`src/rtl/stl_pkg.sv`:
```
package stl_pkg;

  // token types carried at the close of a token
  localparam logic [2:0] TT_KEY = 3'd0;
  localparam logic [2:0] TT_ERR = 3'd1;
  localparam logic [2:0] TT_STR = 3'd2;
  localparam logic [2:0] TT_NUM = 3'd3;
  localparam logic [2:0] TT_TAG = 3'd4;

  // error codes
  localparam logic [2:0] EC_NONE      = 3'd0;
  localparam logic [2:0] EC_OPEN_STR  = 3'd1;
  localparam logic [2:0] EC_OPEN_ESC  = 3'd2;
  localparam logic [2:0] EC_EOF_CHAR  = 3'd3;
  localparam logic [2:0] EC_BAD_CHAR  = 3'd4;

  // work handed from the front to the back
  typedef enum logic [2:0] {
    OP_BYTE     = 3'd0,  // one text byte, token still open
    OP_END      = 3'd1,  // close with type (and error code), no text
    OP_KEY      = 3'd2,  // key character token
    OP_WORD_KEY = 3'd3,  // close a word, then a key character token
    OP_LIT      = 3'd4   // character literal, expand to decimal text
  } op_t;

  typedef struct packed {
    op_t        op;
    logic [7:0] data;
    logic [2:0] tok_type;
    logic [2:0] err;
  } cmd_t;

endpackage

```
`src/rtl/stl_front.sv`:
```
module stl_front import stl_pkg::*; (
  input  logic       clk,
  input  logic       rst_n,
  input  logic       accept,
  input  logic       in_kind,
  input  logic [7:0] in_char_byte,
  output logic       push,
  output cmd_t       push_cmd
);

  typedef enum logic [8:0] {
    M_IDLE        = 9'b000000001,
    M_WORD        = 9'b000000010,
    M_STR         = 9'b000000100,
    M_STR_ESC     = 9'b000001000,
    M_STR_CUT     = 9'b000010000,
    M_STR_CUT_ESC = 9'b000100000,
    M_CH_OPEN     = 9'b001000000,
    M_CH_ESC      = 9'b010000000,
    M_CH_CLOSE    = 9'b100000000
  } mode_t;

  typedef enum logic [7:0] {
    C_START  = 8'b00000001,
    C_SIGN   = 8'b00000010,
    C_ZERO   = 8'b00000100,
    C_HEXPFX = 8'b00001000,
    C_HEX    = 8'b00010000,
    C_OCT    = 8'b00100000,
    C_DEC    = 8'b01000000,
    C_DEAD   = 8'b10000000
  } class_t;

  function automatic class_t class_next(input class_t s, input logic [7:0] b);
    logic   dig;
    logic   oct;
    logic   hex;
    class_t r;
    dig = (b >= 8'h30) && (b <= 8'h39);
    oct = (b >= 8'h30) && (b <= 8'h37);
    hex = dig || ((b >= 8'h61) && (b <= 8'h66)) || ((b >= 8'h41) && (b <= 8'h46));
    r = C_DEAD;
    unique case (s)
      C_START, C_SIGN: begin
        if ((s == C_START) && ((b == 8'h2b) || (b == 8'h2d))) r = C_SIGN;
        else if (b == 8'h30) r = C_ZERO;
        else if (dig) r = C_DEC;
        else r = C_DEAD;
      end
      C_ZERO: begin
        if ((b == 8'h78) || (b == 8'h58)) r = C_HEXPFX;
        else if (oct) r = C_OCT;
        else r = C_DEAD;
      end
      C_HEXPFX, C_HEX: r = hex ? C_HEX : C_DEAD;
      C_OCT:           r = oct ? C_OCT : C_DEAD;
      C_DEC:           r = dig ? C_DEC : C_DEAD;
      default:         r = C_DEAD;
    endcase
    return r;
  endfunction

  mode_t      mode_r, mode_nxt;
  class_t     class_r, class_nxt;
  logic [7:0] lit_r, lit_nxt;

  logic       eof;
  logic [7:0] ch;
  logic       is_ws;
  logic       is_key;
  logic       accepts;
  logic [7:0] esc_str;
  logic [7:0] esc_ch;

  assign eof = in_kind;
  assign ch  = in_char_byte;
  assign is_ws = (ch == 8'h20) || ((ch >= 8'h09) && (ch <= 8'h0d));
  assign is_key = (ch == 8'h00) || (ch == 8'h21) || (ch == 8'h40) || (ch == 8'h23) ||
                  (ch == 8'h28) || (ch == 8'h29) || (ch == 8'h5b) || (ch == 8'h5d);
  assign accepts = (class_r == C_ZERO) || (class_r == C_HEX) ||
                   (class_r == C_OCT) || (class_r == C_DEC);

  always_comb begin
    if (ch == 8'h6e) esc_str = 8'h0a;
    else if (ch == 8'h74) esc_str = 8'h09;
    else if (ch == 8'h5b) esc_str = 8'h1b;
    else esc_str = ch;
  end

  always_comb begin
    if (ch == 8'h6e) esc_ch = 8'h0a;
    else if (ch == 8'h74) esc_ch = 8'h09;
    else if (ch == 8'h62) esc_ch = 8'h08;
    else if (ch == 8'h5b) esc_ch = 8'h1b;
    else esc_ch = ch;
  end

  always_comb begin
    mode_nxt  = mode_r;
    class_nxt = class_r;
    lit_nxt   = lit_r;
    push      = 1'b0;
    push_cmd  = '{op: OP_BYTE, data: ch, tok_type: TT_KEY, err: EC_NONE};
    unique case (mode_r)
      M_WORD: begin
        if (eof || is_ws || is_key) begin
          push = 1'b1;
          push_cmd.tok_type = accepts ? TT_NUM : TT_TAG;
          push_cmd.op = (!eof && is_key) ? OP_WORD_KEY : OP_END;
          mode_nxt = M_IDLE;
        end else begin
          class_nxt = class_next(class_r, ch);
          push = 1'b1;
        end
      end
      M_STR, M_STR_CUT: begin
        if (eof) begin
          push = 1'b1;
          push_cmd.op = OP_END;
          push_cmd.tok_type = TT_ERR;
          push_cmd.err = EC_OPEN_STR;
          mode_nxt = M_IDLE;
        end else if (ch == 8'h5c) begin
          mode_nxt = (mode_r == M_STR) ? M_STR_ESC : M_STR_CUT_ESC;
        end else if (ch == 8'h22) begin
          push = 1'b1;
          push_cmd.op = OP_END;
          push_cmd.tok_type = TT_STR;
          mode_nxt = M_IDLE;
        end else if ((mode_r == M_STR_CUT) || (ch == 8'h00)) begin
          // text ended at a NUL: swallow until the closing quote
          mode_nxt = M_STR_CUT;
        end else begin
          mode_nxt = M_STR;
          push = 1'b1;
        end
      end
      M_STR_ESC, M_STR_CUT_ESC: begin
        if (eof) begin
          push = 1'b1;
          push_cmd.op = OP_END;
          push_cmd.tok_type = TT_ERR;
          push_cmd.err = EC_OPEN_ESC;
          mode_nxt = M_IDLE;
        end else if ((mode_r == M_STR_CUT_ESC) || (esc_str == 8'h00)) begin
          mode_nxt = M_STR_CUT;
        end else begin
          mode_nxt = M_STR;
          push = 1'b1;
          push_cmd.data = esc_str;
        end
      end
      M_CH_OPEN: begin
        if (eof) begin
          push = 1'b1;
          push_cmd.op = OP_END;
          push_cmd.tok_type = TT_ERR;
          push_cmd.err = EC_EOF_CHAR;
          mode_nxt = M_IDLE;
        end else if (ch == 8'h5c) begin
          mode_nxt = M_CH_ESC;
        end else begin
          lit_nxt = ch;
          mode_nxt = M_CH_CLOSE;
        end
      end
      M_CH_ESC: begin
        if (eof) begin
          push = 1'b1;
          push_cmd.op = OP_END;
          push_cmd.tok_type = TT_ERR;
          push_cmd.err = EC_EOF_CHAR;
          mode_nxt = M_IDLE;
        end else begin
          lit_nxt = esc_ch;
          mode_nxt = M_CH_CLOSE;
        end
      end
      M_CH_CLOSE: begin
        push = 1'b1;
        mode_nxt = M_IDLE;
        if (eof) begin
          push_cmd.op = OP_END;
          push_cmd.tok_type = TT_ERR;
          push_cmd.err = EC_EOF_CHAR;
        end else if (ch == 8'h27) begin
          push_cmd.op = OP_LIT;
          push_cmd.data = lit_r;
          push_cmd.tok_type = TT_NUM;
        end else begin
          push_cmd.op = OP_END;
          push_cmd.tok_type = TT_ERR;
          push_cmd.err = EC_BAD_CHAR;
        end
      end
      default: begin
        mode_nxt = M_IDLE;
        if (!eof && !is_ws) begin
          if (is_key) begin
            push = 1'b1;
            push_cmd.op = OP_KEY;
          end else if (ch == 8'h22) begin
            mode_nxt = M_STR;
          end else if (ch == 8'h27) begin
            mode_nxt = M_CH_OPEN;
          end else begin
            mode_nxt = M_WORD;
            class_nxt = class_next(C_START, ch);
            push = 1'b1;
          end
        end
      end
    endcase
    if (!accept) begin
      push = 1'b0;
    end
  end

  always_ff @(posedge clk) begin
    if (!rst_n) begin
      mode_r  <= M_IDLE;
      class_r <= C_START;
    end else if (accept) begin
      mode_r  <= mode_nxt;
      class_r <= class_nxt;
    end
  end

  always_ff @(posedge clk) begin
    if (accept) begin
      lit_r <= lit_nxt;
    end
  end

endmodule

```
`src/rtl/stl_fifo.sv`:
```
module stl_fifo import stl_pkg::*; #(
  parameter int DEPTH = 4
) (
  input  logic clk,
  input  logic rst_n,
  input  logic push,
  input  cmd_t push_cmd,
  output logic full,
  input  logic pop,
  output logic not_empty,
  output cmd_t head
);

  localparam int PW = (DEPTH > 1) ? $clog2(DEPTH) : 1;
  localparam int CW = $clog2(DEPTH + 1);
  localparam logic [PW-1:0] LAST = PW'(DEPTH - 1);

  cmd_t          mem [DEPTH];
  logic [PW-1:0] wr_ptr_r, rd_ptr_r;
  logic [CW-1:0] count_r;

  assign full      = (count_r == CW'(DEPTH));
  assign not_empty = (count_r != '0);
  assign head      = mem[rd_ptr_r];

  always_ff @(posedge clk) begin
    if (push) begin
      mem[wr_ptr_r] <= push_cmd;
    end
  end

  always_ff @(posedge clk) begin
    if (!rst_n) begin
      wr_ptr_r <= '0;
      rd_ptr_r <= '0;
      count_r  <= '0;
    end else begin
      if (push) begin
        wr_ptr_r <= (wr_ptr_r == LAST) ? '0 : wr_ptr_r + 1'b1;
      end
      if (pop) begin
        rd_ptr_r <= (rd_ptr_r == LAST) ? '0 : rd_ptr_r + 1'b1;
      end
      if (push && !pop) begin
        count_r <= count_r + 1'b1;
      end else if (pop && !push) begin
        count_r <= count_r - 1'b1;
      end
    end
  end

endmodule

```
`src/rtl/stl_back.sv`:
```
module stl_back import stl_pkg::*; (
  input  logic       clk,
  input  logic       rst_n,
  input  logic       cmd_valid,
  input  cmd_t       cmd,
  output logic       pop,
  output logic       out_valid,
  input  logic       out_ready,
  output logic [7:0] out_token_byte,
  output logic       out_byte_valid,
  output logic       out_token_end,
  output logic [2:0] out_token_type,
  output logic [2:0] out_error_code
);

  logic        valid_r;
  logic [7:0]  byte_r, byte_nxt;
  logic        bv_r, bv_nxt;
  logic        end_r, end_nxt;
  logic [2:0]  type_r, type_nxt;
  logic [2:0]  err_r, err_nxt;
  logic [1:0]  idx_r;
  logic [1:0]  last_idx;
  logic        load;

  // decimal text of a character literal
  logic        neg;
  logic [7:0]  mag;
  logic        hund;
  logic [6:0]  rem;
  logic [14:0] prod;
  logic [3:0]  tens;
  logic [3:0]  ones;
  logic [7:0]  dig [3];
  logic [7:0]  txt [4];
  logic [2:0]  lit_len;

  always_comb begin
    neg  = cmd.data[7];
    mag  = neg ? (~cmd.data + 8'd1) : cmd.data;
    hund = (mag >= 8'd100);
    rem  = hund ? 7'(mag - 8'd100) : mag[6:0];
    prod = 15'(rem) * 15'd205;
    tens = prod[14:11];
    ones = 4'(rem - (7'(tens) * 7'd10));
    if (hund) begin
      dig[0] = 8'h31;
      dig[1] = 8'h30 + {4'b0, tens};
      dig[2] = 8'h30 + {4'b0, ones};
    end else if (tens != 4'd0) begin
      dig[0] = 8'h30 + {4'b0, tens};
      dig[1] = 8'h30 + {4'b0, ones};
      dig[2] = 8'h30;
    end else begin
      dig[0] = 8'h30 + {4'b0, ones};
      dig[1] = 8'h30;
      dig[2] = 8'h30;
    end
    lit_len = {2'b0, neg} + (hund ? 3'd3 : ((tens != 4'd0) ? 3'd2 : 3'd1));
    if (neg) begin
      txt[0] = 8'h2d;
      txt[1] = dig[0];
      txt[2] = dig[1];
      txt[3] = dig[2];
    end else begin
      txt[0] = dig[0];
      txt[1] = dig[1];
      txt[2] = dig[2];
      txt[3] = 8'h30;
    end
  end

  always_comb begin
    last_idx = 2'd0;
    byte_nxt = 8'h00;
    bv_nxt   = 1'b0;
    end_nxt  = 1'b0;
    type_nxt = TT_KEY;
    err_nxt  = EC_NONE;
    unique case (cmd.op)
      OP_BYTE: begin
        byte_nxt = cmd.data;
        bv_nxt   = 1'b1;
      end
      OP_END: begin
        end_nxt  = 1'b1;
        type_nxt = cmd.tok_type;
        err_nxt  = cmd.err;
      end
      OP_KEY: begin
        byte_nxt = cmd.data;
        bv_nxt   = (cmd.data != 8'h00);
        end_nxt  = 1'b1;
      end
      OP_WORD_KEY: begin
        last_idx = 2'd1;
        end_nxt  = 1'b1;
        if (idx_r == 2'd0) begin
          type_nxt = cmd.tok_type;
        end else begin
          byte_nxt = cmd.data;
          bv_nxt   = (cmd.data != 8'h00);
        end
      end
      OP_LIT: begin
        last_idx = 2'(lit_len - 3'd1);
        byte_nxt = txt[idx_r];
        bv_nxt   = 1'b1;
        end_nxt  = (idx_r == last_idx);
        type_nxt = end_nxt ? TT_NUM : TT_KEY;
      end
      default: begin
        end_nxt = 1'b0;
      end
    endcase
  end

  // refill the output register whenever it is empty or being drained
  assign load = cmd_valid && (!valid_r || out_ready);
  assign pop  = load && (idx_r == last_idx);

  always_ff @(posedge clk) begin
    if (!rst_n) begin
      valid_r <= 1'b0;
      idx_r   <= 2'd0;
    end else begin
      if (load) begin
        valid_r <= 1'b1;
      end else if (out_ready) begin
        valid_r <= 1'b0;
      end
      if (load) begin
        idx_r <= (idx_r == last_idx) ? 2'd0 : idx_r + 2'd1;
      end
    end
  end

  always_ff @(posedge clk) begin
    if (load) begin
      byte_r <= byte_nxt;
      bv_r   <= bv_nxt;
      end_r  <= end_nxt;
      type_r <= type_nxt;
      err_r  <= err_nxt;
    end
  end

  assign out_valid      = valid_r;
  assign out_token_byte = byte_r;
  assign out_byte_valid = bv_r;
  assign out_token_end  = end_r;
  assign out_token_type = type_r;
  assign out_error_code = err_r;

endmodule

```
`src/rtl/source_token_lexer.sv`:
```
// Commands enter the command queue as source bytes are accepted and are then
//   expanded into result beats in the output register.
// Throughput: one source byte per cycle in; one result beat per cycle out while
//   out_ready is high; a key-closed word yields two beats, a literal up to four.
// The input stalls only when the QUEUE_DEPTH-entry command queue is full.
// Reset (rst_n low, synchronous): lexer idle between tokens, queue and output empty.
module source_token_lexer import stl_pkg::*; #(
  parameter int QUEUE_DEPTH = 4
) (
  input  logic       clk,
  input  logic       rst_n,
  input  logic       in_valid,
  output logic       in_ready,
  input  logic       in_kind,
  input  logic [7:0] in_char_byte,
  output logic       out_valid,
  input  logic       out_ready,
  output logic [7:0] out_token_byte,
  output logic       out_byte_valid,
  output logic       out_token_end,
  output logic [2:0] out_token_type,
  output logic [2:0] out_error_code
);

  logic accept;
  logic push;
  cmd_t push_cmd;
  logic full;
  logic pop;
  logic not_empty;
  cmd_t head;

  assign in_ready = !full;
  assign accept   = in_valid && in_ready;

  stl_front u_front (
    .clk          (clk),
    .rst_n        (rst_n),
    .accept       (accept),
    .in_kind      (in_kind),
    .in_char_byte (in_char_byte),
    .push         (push),
    .push_cmd     (push_cmd)
  );

  stl_fifo #(
    .DEPTH (QUEUE_DEPTH)
  ) u_fifo (
    .clk       (clk),
    .rst_n     (rst_n),
    .push      (push),
    .push_cmd  (push_cmd),
    .full      (full),
    .pop       (pop),
    .not_empty (not_empty),
    .head      (head)
  );

  stl_back u_back (
    .clk            (clk),
    .rst_n          (rst_n),
    .cmd_valid      (not_empty),
    .cmd            (head),
    .pop            (pop),
    .out_valid      (out_valid),
    .out_ready      (out_ready),
    .out_token_byte (out_token_byte),
    .out_byte_valid (out_byte_valid),
    .out_token_end  (out_token_end),
    .out_token_type (out_token_type),
    .out_error_code (out_error_code)
  );

endmodule

```
`config.mk`:
```
export PLATFORM = sky130hd
export DESIGN_NAME = source_token_lexer
export DESIGN_NICKNAME = d
export VERILOG_FILES = /design/src/rtl/stl_pkg.sv /design/src/rtl/stl_front.sv /design/src/rtl/stl_fifo.sv /design/src/rtl/stl_back.sv /design/src/rtl/source_token_lexer.sv
export SDC_FILE = /design/constraint.sdc
export NUM_CORES = 1
export LEC_CHECK = 0
export ABC_AREA = 1
export BUFFER_PORTS_ARGS = -buffer_cell sky130_fd_sc_hd__buf_2
export CORE_ASPECT_RATIO = 0.5
export CORE_MARGIN = 3
export CORE_UTILIZATION = 40
export CTS_BUF_LIST = sky130_fd_sc_hd__clkbuf_8
export DETAILED_ROUTE_END_ITERATION = 8
export GPL_TIMING_DRIVEN = 0
export PLACE_DENSITY_LB_ADDON = 0.05
export SLEW_MARGIN = 10
export SYNTH_ARGS = -nofsm -noshare
export SYNTH_HDL_FRONTEND = slang
export SYNTH_SLANG_ARGS = --single-unit
```
`constraint.sdc`:
```
create_clock -name clk -period 17.3 [get_ports clk]
set_clock_uncertainty 0.05 [all_clocks]
set_input_delay 0.865 -clock clk [delete_from_list [all_inputs] [get_ports clk]]
set_output_delay 0.865 -clock clk [all_outputs]
set_load 0.02 [all_outputs]
```
After elaboration in Yosys (flattened, before gate mapping):

Memories as Yosys holds them, arrays and structs flattened. A register that Yosys moved wholly into a read port is not among the register bits.
Index checks and enable logic that the tools add are counted.

* memories: 1
* register bits: 51
* input port bits: 13
* memory bits (writable): 68

* multiply operators: 2
* $add $sub $neg: 12
* mux-type cells: 111
* reduce and logical (&&, ||, !) cells: 64
* magnitude comparators: 11
* equal/unequal tests: 51
* bitwise operators: 3

Memories
* u_fifo.mem: depth 4, bits a word 17, read ports 1, clocked after Yosys merged registers in 1, wr ports 1, line stl_fifo.sv:18 `cmd_t mem [DEPTH];`

Operators by type and width (number)
* $mux W8: 29
* $eq A8 B6 Y1 const B: 11
* $mux W9: 9
* $eq A8 B7 Y1 const B: 10
* $pmux W9 S6: 1
* $mux W24: 2
* $pmux W8 S2: 3
* $mux W3: 14
* $pmux W8 S5: 1
* $mux W32: 1
* $ge A8 B7 Y1 const B: 3
* $mux W2: 12
* $pmux W3 S4: 2
* $pmux W8 S3: 1
* $logic_or A1 B1 Y1: 20
* $mux W5: 4
* $mux W1: 19
* $bmux W8 S2: 1
* $le A8 B6 Y1 const B: 2
* $le A8 B7 Y1 const B: 2
* $logic_not A8 Y1: 2
* $reduce_or A2 Y1: 8
* $mul A7 B8 Y15 const B: 1
* $pmux W3 S5: 1
* 59 further kinds: 95

Depth between registers and ports, before layout:

* word-level depth: 17
* mapped depth: 58
* mapped depth without buffers: 56

By module:

Synthesis repeated with hierarchy kept, for this count alone.

* cells, all modules: 1005
* area total of the unflattened synthesis: 8104.0 um2

Modules (own cells, without submodules)
* stl_fifo: area an instance 3041.7 um2, cells an instance 224, times used 1, seq. area each 2222.1 um2
* stl_back: area an instance 2705.1 um2, cells an instance 376, times used 1, seq. area each 540.5 um2
* stl_front: area an instance 2343.5 um2, cells an instance 402, times used 1, seq. area each 580.6 um2
* source_token_lexer: area an instance 13.8 um2, cells an instance 3, times used 1, seq. area each 0.0 um2

Worst setup path before layout:

OpenSTA, ideal clock, no wires.

* kind: register to register
* from: register (tool-made name)
* to: register u_fifo.count_r[1]
* path buffers: 1
* stages on the path, launching flop included: 50
* path slack: 9.684 ns
* library setup time: 0.120 ns
* data arrival time: 7.445 ns
* required time: 17.130 ns
* cells stage by stage: dfxtp_1 buf_6 inv_4 nand2_1 nand3_1 nand2_1 ha_1 or2_1 xor2_1 inv_2 ha_1 nand3_1 nand3_4 nand2_8 nand2_1 xor2_1 ha_1 inv_1 [14 not listed] nand2_1 nand2_1 nand2_1 inv_2 nand3_4 nand2_1 inv_2 ha_1 o22ai_1 inv_1 o22ai_1 a21oi_1 nand3_2 ha_1 inv_1 fa_1 o21ai_0 a21oi_1

RTL lines
* to (signal assigned): line stl_fifo.sv:45 `count_r <= count_r + 1'b1;`
* to (signal assigned): line stl_fifo.sv:47 `count_r <= count_r - 1'b1;`
* to (decl): line stl_fifo.sv:20 `logic [CW-1:0] count_r;`

==> impl_metrics.json <==
{
  "synth_common_cells": "nand2_1 (192), inv_1 (162), nor2_1 (110), edfxtp_1 (92), nand3_1 (53)",
  "yosysTopAreaCell": "edfxtp_1",
  "final_core_util_pct": 46.78,
  "fmax_mhz": 114.3,
  "setup_violations": 0,
  "antenna_found_initial": 0,
  "endpoint_kind": "register",
  "grt_pass1_wl_um": 31410,
  "min_period_over_period_pct": 50.55,
  "r2r.worst_path.cells": 47,
  "drive_gt1_share_pct": 11.78,
  "period_minus_slack_ns": 8.746,
  "die_h_um": 104.7,
  "drv_slew": 0,
  "syn_area_per_cell_um2": 8.117,
  "cts.sinks": 121,
  "area_delta_synth_final_pct": 12.40,
  "reg2reg_slack_ns": 8.55,
  "placed_cell_area_mm2": 0.008362,
  "maxCapViolCount": 0,
  "synth_seq_cells": 121,
  "ys.flop_type": "edfxtp_1",
  "insertion_delay_ns": 0.43,
  "cts_root_buffer": "clkbuf_8",
  "dp.cells": 1254,
  "overflow": 0,
  "post-cts-setup-buffers": 0,
  "htreeDepth": 4,
  "std_cell_rows": 35,
  "io_buffers": 29,
  "synth_edf_count": 92,
  "min_from": "u_front.class_r[2]",
  "drt-wirelength-per-cell_um": 15.18,
  "async_reset_ff_share_pct": 0,
  "wl_um": 19520,
  "seq_area_frac_synth_pct": 42.86,
  "start_kind": "register",
  "start_util_pct": 41.62,
  "rsz0062_at_grt": "false",
  "core_mm2": 0.01874,
  "drt_first_iter_violations": 440,
  "die_w_um": 203.5,
  "synth.area.top_cells": "edfxtp_1 (35%), nand2_1 (9.2%), inv_1 (7.8%), dfxtp_1 (7.4%), ha_1 (6.9%)",
  "dp_hpwl_um": 15200,
  "ctsLongestPathBuffers": 2,
  "diodes": 0,
  "dieArea_mm2": 0.02131,
  "grt_max_degree": 21,
  "syn_inst": 961,
  "slowest_delay_ns": 0.50,
  "io_pins": 31,
  "vias": 6487,
  "synthDistinctLibCells": 57,
  "synth_top_area_share_pct": 35.42,
  "clkTransAtPathRegs_ns": 0.08,
  "path_class": "register to register",
  "outcome": "finished, final reports clean",
  "drc": 0,
  "first_global_vias": 6121,
  "setup_tns_ns": 0,
  "min_to": "u_front.class_r[2]",
  "viasPerCell": 5.044,
  "tightest_slew_ns": 1.225,
  "cts_hold_buf": 0,
  "whs_path_depth": 2,
  "synth.most_common_cell": "nand2_1",
  "firstDrtPassIters": 5,
  "synth_fp_nets": 1027,
  "finish.instance_area_mm2": 0.008767,
  "cp_data_arrival_time_ns": 9.01,
  "finalHoldViolCount": 0,
  "yosysWarnings": 0,
  "cts_tree": "built",
  "r2r-end": "u_fifo.count_r[1]",
  "path_common_cell": "ha_1",
  "layout.nets": 1080,
  "cp_data_required_time_ns": 17.56,
  "max-slew-margin-rel_pct": 17.68,
  "syn_area_mm2": 0.007800,
  "finalWeightedCongestion": 0.9368,
  "cts-buffers-inserted": 17,
  "critPathMaxFanout": 10,
  "cts_resized": 0,
  "antenna_left": 0,
  "stdcell_count": 1286,
  "crit_slowest_cell": "fa_1",
  "gr-usage-all-layers_pct": 18.70,
  "min_path_type": "register to register"
}
==> layout by cell type (no fill, tap or decap), types with 9 or more instances in the layout <==
| cell type | Yosys | final |
|---|---|---|
| inv_1 | 162 | 162 |
| a21oi_1 | 43 | 43 |
| o22ai_1 | 9 | 9 |
| nand2_1 | 192 | 192 |
| a31oi_1 | 11 | 10 |
| nand2_2 | 10 | 10 |
| nor3_1 | 29 | 29 |
| edfxtp_1 | 92 | 92 |
| dfxtp_1 | 29 | 29 |
| clkbuf_8 | 0 | 19 |
| ha_1 | 43 | 43 |
| o21ai_0 | 49 | 49 |
| buf_2 | 1 | 31 |
| nor2_1 | 110 | 106 |
| fa_1 | 10 | 10 |
| nand4_1 | 9 | 9 |
| nand3_1 | 53 | 53 |
| clkbuf_1 | 12 | 12 |
==> state kept, by name (all words and copies together), names as in the netlist, named ones only <==
register,flops
u_fifo.mem,68
u_front.mode_r,9
u_back.out_token_byte,8
u_front.class_r,8
u_front.lit_r,8
u_back.out_error_code,3
u_back.out_token_type,3
u_fifo.count_r,3
u_back.idx_r,2
u_fifo.rd_ptr_r,2
u_fifo.wr_ptr_r,2
u_back.out_byte_valid,1
u_back.out_token_end,1
u_back.out_valid,1
==> how the worst max path moves through the flow <==
stage                                   end  slack, ns  depth (start not counted)
final                     u_fifo.count_r[1]       8.55                         47
after global routing      u_fifo.count_r[2]       7.72                         53
after CTS                 u_fifo.count_r[1]       8.48                         47
after detailed placement  u_fifo.count_r[1]       8.51                         47
after global placement    u_fifo.count_r[1]       8.55                         51
after floorplan           u_fifo.count_r[1]       9.68                         49
==> logic make-up (layout without fill, tap and decap cells) <==
kind of cell               count (synthesis)  in the layout  synth area share [%]
adders and majority gates                 53             53                 9.464
xor gates and xnor gates                  10             10                 1.460
DFF                                      121            121                 42.86
and+or+nand+nor                          433            433                 24.75
AOI/OAI and AO/OA                        151            151                 11.71
buffers and inverters                    193            259                 9.753
==> stage by stage <==
stage	hold WS, ns	worst slack [ns]
after global placement	0.4273	8.552
final	0.4440	8.554
after floorplan	0.4046	9.684
after CTS	0.4449	8.482
after detailed placement	0.4325	8.508
after global routing	0.4730	7.724
==> area by class of cell <==
| cell class | count | area, µm² |
|---|---|---|
| plain buffers | 19 | 102.6 |
| clock buffers | 19 | 261.5 |
| clock inverters | 13 | 143.9 |
| fillers | 1847 | 9976 |
| inverters | 174 | 658.1 |
| multi-input cells | 647 | 3727 |
| flip-flops and latches | 121 | 3343 |
| well taps | 259 | 324.1 |
| repair buffers | 34 | 206.4 |
==> layer usage <==
layer	part of all wire (%)	track usage, %
met5	0	0
met4	1.7	5.054
met3	3.8	3.237
met2	46	31.19
met1	48	25.23
==> critical path, delay by kind of cell (launching register included) <==
| kind | cells | cell delay, ns |
|---|---|---|
| xor gates and xnor gates | 1 | 0.31 |
| adders and majority gates | 10 | 3.36 |
| buffers and inverters | 10 | 0.96 |
| DFF | 1 | 0.32 |
| and+or+nand+nor | 17 | 2.14 |
| AOI/OAI and AO/OA | 9 | 1.47 |
Power is left out: the tool's default activity adds up to more than one toggle a clock period on the data nets, which glitch-free logic cannot reach.
